[src/hw/rtl/drfe_pkg.sv]
`default_nettype none
package drfe_pkg;

    localparam int MaxWidth  = 64;
    localparam int MaxHeight = 64;
    localparam int MaxDrops  = 64;
    localparam int PixAw     = 12;
    localparam int DropAw    = 6;

    typedef enum logic [1:0] {
        CMD_LOAD    = 2'd0,
        CMD_ADVANCE = 2'd1,
        CMD_EMIT    = 2'd2,
        CMD_NONE    = 2'd3
    } t_cmd;

    typedef enum logic [2:0] {
        REG_WIDTH  = 3'd0,
        REG_HEIGHT = 3'd1,
        REG_DROPS  = 3'd2,
        REG_SPEED  = 3'd3,
        REG_FADE   = 3'd4,
        REG_RED    = 3'd5,
        REG_GREEN  = 3'd6,
        REG_BLUE   = 3'd7
    } t_reg;

    typedef enum logic [2:0] {
        ST_IDLE,
        ST_CLEAR,
        ST_READ,
        ST_EMIT,
        ST_ADV,
        ST_FILL,
        ST_DONE
    } t_state;

    // Drop entry: column, signed Q8.8 position, length, Q5.8 speed.
    typedef struct packed {
        logic [5:0]         column;
        logic signed [15:0] pos;
        logic [5:0]         len;
        logic [12:0]        speed;
    } t_drop;

    // Pixel store write request. The head bit is only written when head_we is
    // set, so that trail rows keep any head mark already stored there.
    typedef struct packed {
        logic             we;
        logic             head_we;
        logic [PixAw-1:0] addr;
        logic [15:0]      bright;
        logic             head;
    } t_pix_wr;

    function automatic logic [12:0] make_speed(input logic [11:0] base,
                                               input logic [7:0] frac);
        logic [20:0] prod;
        logic [12:0] s;
        prod = base * ({1'b0, frac} + 9'd128);
        s = (prod[20:8] > 13'd8191) ? 13'd8191 : prod[20:8];
        return s;
    endfunction

    function automatic logic signed [8:0] row_of(input logic signed [15:0] pos);
        logic [15:0] mag;
        logic [7:0]  r;
        mag = pos[15] ? 16'(-pos) : pos;
        r = mag[15:8];
        return pos[15] ? -$signed({1'b0, r}) : $signed({1'b0, r});
    endfunction

endpackage
`default_nettype wire

[src/hw/rtl/drfe_drop_mem.sv]
`default_nettype none
module drfe_drop_mem (
    input  wire logic                       i_clk,
    input  wire logic                       i_we,
    input  wire logic [drfe_pkg::DropAw-1:0] i_wr_addr,
    input  wire drfe_pkg::t_drop             i_wr_data,
    input  wire logic [drfe_pkg::DropAw-1:0] i_rd_addr,
    output drfe_pkg::t_drop                  o_rd_data
);
    import drfe_pkg::*;

    t_drop r_mem [0:MaxDrops-1];

    always_ff @(posedge i_clk) begin
        if (i_we) begin
            r_mem[i_wr_addr] <= i_wr_data;
        end
        o_rd_data <= r_mem[i_rd_addr];
    end
endmodule
`default_nettype wire

[config.mk]
export PLATFORM = sky130hd
export DESIGN_NAME = drfe_drop_mem
export DESIGN_NICKNAME = d
export VERILOG_FILES = /design/src/hw/rtl/drfe_pkg.sv /design/src/hw/rtl/drfe_drop_mem.sv
export SDC_FILE = /design/constraint.sdc
export NUM_CORES = 2
export LEC_CHECK = 0
export BUFFER_PORTS_ARGS = -buffer_cell sky130_fd_sc_hd__buf_2
export CORE_MARGIN = 5
export CORE_UTILIZATION = 25
export DETAILED_ROUTE_END_ITERATION = 6
export SLEW_MARGIN = 20
export SYNTH_ARGS = -nofsm -noshare
export SYNTH_HDL_FRONTEND = slang
export SYNTH_SLANG_ARGS = --single-unit
[constraint.sdc]
create_clock -name i_clk -period 6.3 [get_ports i_clk]
set_input_delay 1.26 -clock i_clk [delete_from_list [all_inputs] [get_ports i_clk]]
set_output_delay 1.26 -clock i_clk [all_outputs]
set_load 0.1 [all_outputs]
==> impl_metrics.env <==
export IMPL_grt_use_total_pct=12.6
export IMPL_ctsResizeCount=0
export IMPL_hold_path_end="r_mem[33][8]$_DFFE_PP_"
export IMPL_finClkSkew_ps=45.1
export IMPL_tightest_slew_ps=1180
export IMPL_setup_violations=0
export IMPL_worstSetupPathType="input pin to register"
export IMPL_fin_nets=4543
export IMPL_clockRootBuffer="clkbuf_16"
export IMPL_hp_class="input pin to register"
export IMPL_syn_num_nets=4281
export IMPL_remaining_drc_errors=0
export IMPL_fp_row_count=232
export IMPL_grt_max_degree=132
export IMPL_synthToLayoutAreaGrowth_pct=15.9
export IMPL_worst_slack_ps=2640
export IMPL_synth_top_cell_area_share_pct=78.7
export IMPL_pre_cts_ws_ps=1690
export IMPL_worstReg2RegEnd="o_rd_data[25]$_DFF_P_"
export IMPL_dieHeight_um=643
export IMPL_cts_sinks=2665
export IMPL_cts_hold_buf=0
export IMPL_num_vias=47300
export IMPL_multiInputGateArea_um2=19700
export IMPL_min_path_cells=1
export IMPL_power_switching_mw=7.84
export IMPL_yosysUniqueCellTypes=37
export IMPL_grt_overflow=0
export IMPL_cp_max_fo=131
export IMPL_initial_core_util_pct=25.1
export IMPL_syn_inst=4226
export IMPL_fin_total_pwr_mw=36.4
export IMPL_synthesis_area_um2=100000
export IMPL_drtIter0Drc=5489
export IMPL_yosysSeqAreaShare_pct=79.5
export IMPL_synth_seq_cells=2665
export IMPL_place_detailed_hpwl_mm=153
export IMPL_fin_crit_sh_pct=58.0
export IMPL_synth_warnings=0
export IMPL_ioPinCount=96
export IMPL_routed_via_density=4.75
export IMPL_gp_congestion=0.775
export IMPL_design_die_area_um2=413000
export IMPL_r2r_slack_ps=4070
export IMPL_cts_made_buffers=235
export IMPL_drt_first_pass_iters=6
export IMPL_grt_pass1_vias=48400
export IMPL_htreeDepth=4
export IMPL_startpoint_type="input pin"
export IMPL_synthArstFlopShare_pct=0
export IMPL_worstPathRequired_ps=7020
export IMPL_final_antenna_net_count=0
export IMPL_seq_area_um2=79600
export IMPL_numPortBuffers=95
export IMPL_ys_top_cells_by_area="edfxtp_1, mux4_2, dfxtp_1, a221oi_1, a22o_1"
export IMPL_setup_tns_ps=0
export IMPL_rsz0062_at_grt="no"
export IMPL_ctsLongestPathBuffers=4
export IMPL_die_w_um=643
export IMPL_endpoint_kind="register"
export IMPL_postCtsSetupBuffers=0
export IMPL_synth_cells_most_frequent="edfxtp_1, mux4_2, nor2_1, o22ai_1, clkbuf_1"
export IMPL_cap_viol_max_count=0
export IMPL_final_hold_viol_count=0
export IMPL_pwr_share_seq_pct=54.2
export IMPL_drv_slew=0
export IMPL_synth_edff_count=2624
export IMPL_fp_coreArea_um2=399000
export IMPL_combPwrFrac_pct=5.5
export IMPL_ir_worst_vdd_uv=255
export IMPL_cts_tree="done"
export IMPL_synth_top_flop_cell="edfxtp_1"
export IMPL_grt_pass1_wl_mm=378
export IMPL_antenna_found_initial=26
export IMPL_r2r_start="r_mem[27][25]$_DFFE_PP_"
export IMPL_syn_avg_cell_area_um2=23.7
export IMPL_internal_power_mw=28.6
export IMPL_drt_wl_total_mm=269
export IMPL_drive_gt1_share_pct=29.0
export IMPL_p_leak_nw=34.8
export IMPL_swShare_pct=21.5
export IMPL_wire_per_inst_um=27.0
export IMPL_yosysMostFrequentCell="edfxtp_1"
export IMPL_p_per_area_nw_per_um2=314
export IMPL_run_status="finished, final reports clean"
export IMPL_clk_pin_slew_ps=70
export IMPL_max_freq_mhz=273
export IMPL_r2r_cells=4
export IMPL_fillCellCount=38200
export IMPL_relSlewSlack_pct=21.1
export IMPL_synth_largest_area_cell="edfxtp_1"
export IMPL_hp_start="i_wr_data[8]"
export IMPL_p_clk_share_pct=40.3
export IMPL_clkLatencyLatePin_ps=890
export IMPL_arrival_ps=4380
export IMPL_finalCriticalPeriod_ps=3660
==> per-layer routing <==
layer	wire [µm]	track usage [%]
met5	121	0
met4	9900	4.49
met3	19400	2.05
met2	136000	21.6
met1	103000	16.0
==> through the flow <==
| stage | util [%] | instances | instance area, µm² | hold slack (ps) |
|---|---|---|---|---|
| finish | 29.1 | 9953 | 116000 | 791 |
| global placement | 27.1 | 9511 | 108000 | 861 |
| floorplan | - | 4226 | 100000 | 789 |
| CTS | 29.0 | 9946 | 116000 | 862 |
| detailed placement | 27.1 | 9515 | 108000 | 866 |
| global route | 29.1 | 9950 | 116000 | 767 |
==> area by class of cell <==
type                    count  area share (%)
clock buffers             310            5.60
clock inverters           121            1.12
flip-flops and latches   2665            68.6
well taps                5265            5.68
diodes                      6          0.0129
repair buffers            268            2.00
multi-input cells        1318            17.0
==> critical path, stage by stage <==
cell and delay, ps:
buf_8 460, buf_12 530, mux4_2 410, a22o_1 240, a221oi_1 790, a221oi_1 210
==> power by group through the flow <==
stage / registers [mW] / clock network [mW] / logic [mW]
after global routing: 19.7 / 15.6 / 2.12
after CTS: 19.7 / 14.9 / 2.03
after global placement: 20.1 / 0 / 2.00
after floorplan: 20.3 / 0 / 0.941
final: 19.7 / 14.7 / 2.02
after detailed placement: 20.1 / 0 / 2.03
==> layout by cell type, fill, tap and decap left out, drive strengths merged, types with 14 or more instances in the layout <==
cell	synthesis	layout
clkinv	0	76
a221oi	72	72
nand2	17	17
bufinv	0	26
clkinvlp	0	14
nor2	116	116
a22oi	44	44
a22o	70	70
nor3	18	18
clkbuf	86	310
dfxtp	41	41
edfxtp	2624	2624
a21oi	67	67
buf	157	268
mux4	654	654
o221ai	26	26
nand3	14	14
o22ai	93	93
mux2i	44	44
==> kinds of logic (layout without fill, tap and decap cells) <==
family	after synthesis	after routing	synth area share (%)
other cells	0	6	0
mux	703	703	15.2
simple gates	209	209	0.957
compound gates	406	406	2.96
buf+inv	243	699	1.34
flops	2665	2665	79.5
==> how the worst max path moves through the flow <==
stage	startpoint	endpoint	slack, ps	depth (start not counted)
final	i_rd_addr[1]	o_rd_data[9]$_DFF_P_	2640	6
after global routing	i_rd_addr[0]	o_rd_data[5]$_DFF_P_	2640	7
after CTS	i_rd_addr[1]	o_rd_data[9]$_DFF_P_	2650	6
after detailed placement	i_rd_addr[1]	o_rd_data[9]$_DFF_P_	1690	6
after global placement	i_rd_addr[1]	o_rd_data[9]$_DFF_P_	1670	6
after floorplan	i_wr_addr[3]	r_mem[48][0]$_DFFE_PP_	1250	4
==> sequential cells by signal (all words and copies together) (netlist names) <==
name,count
r_mem,2624
o_rd_data,41
Power figures use the tool's default switching activity.
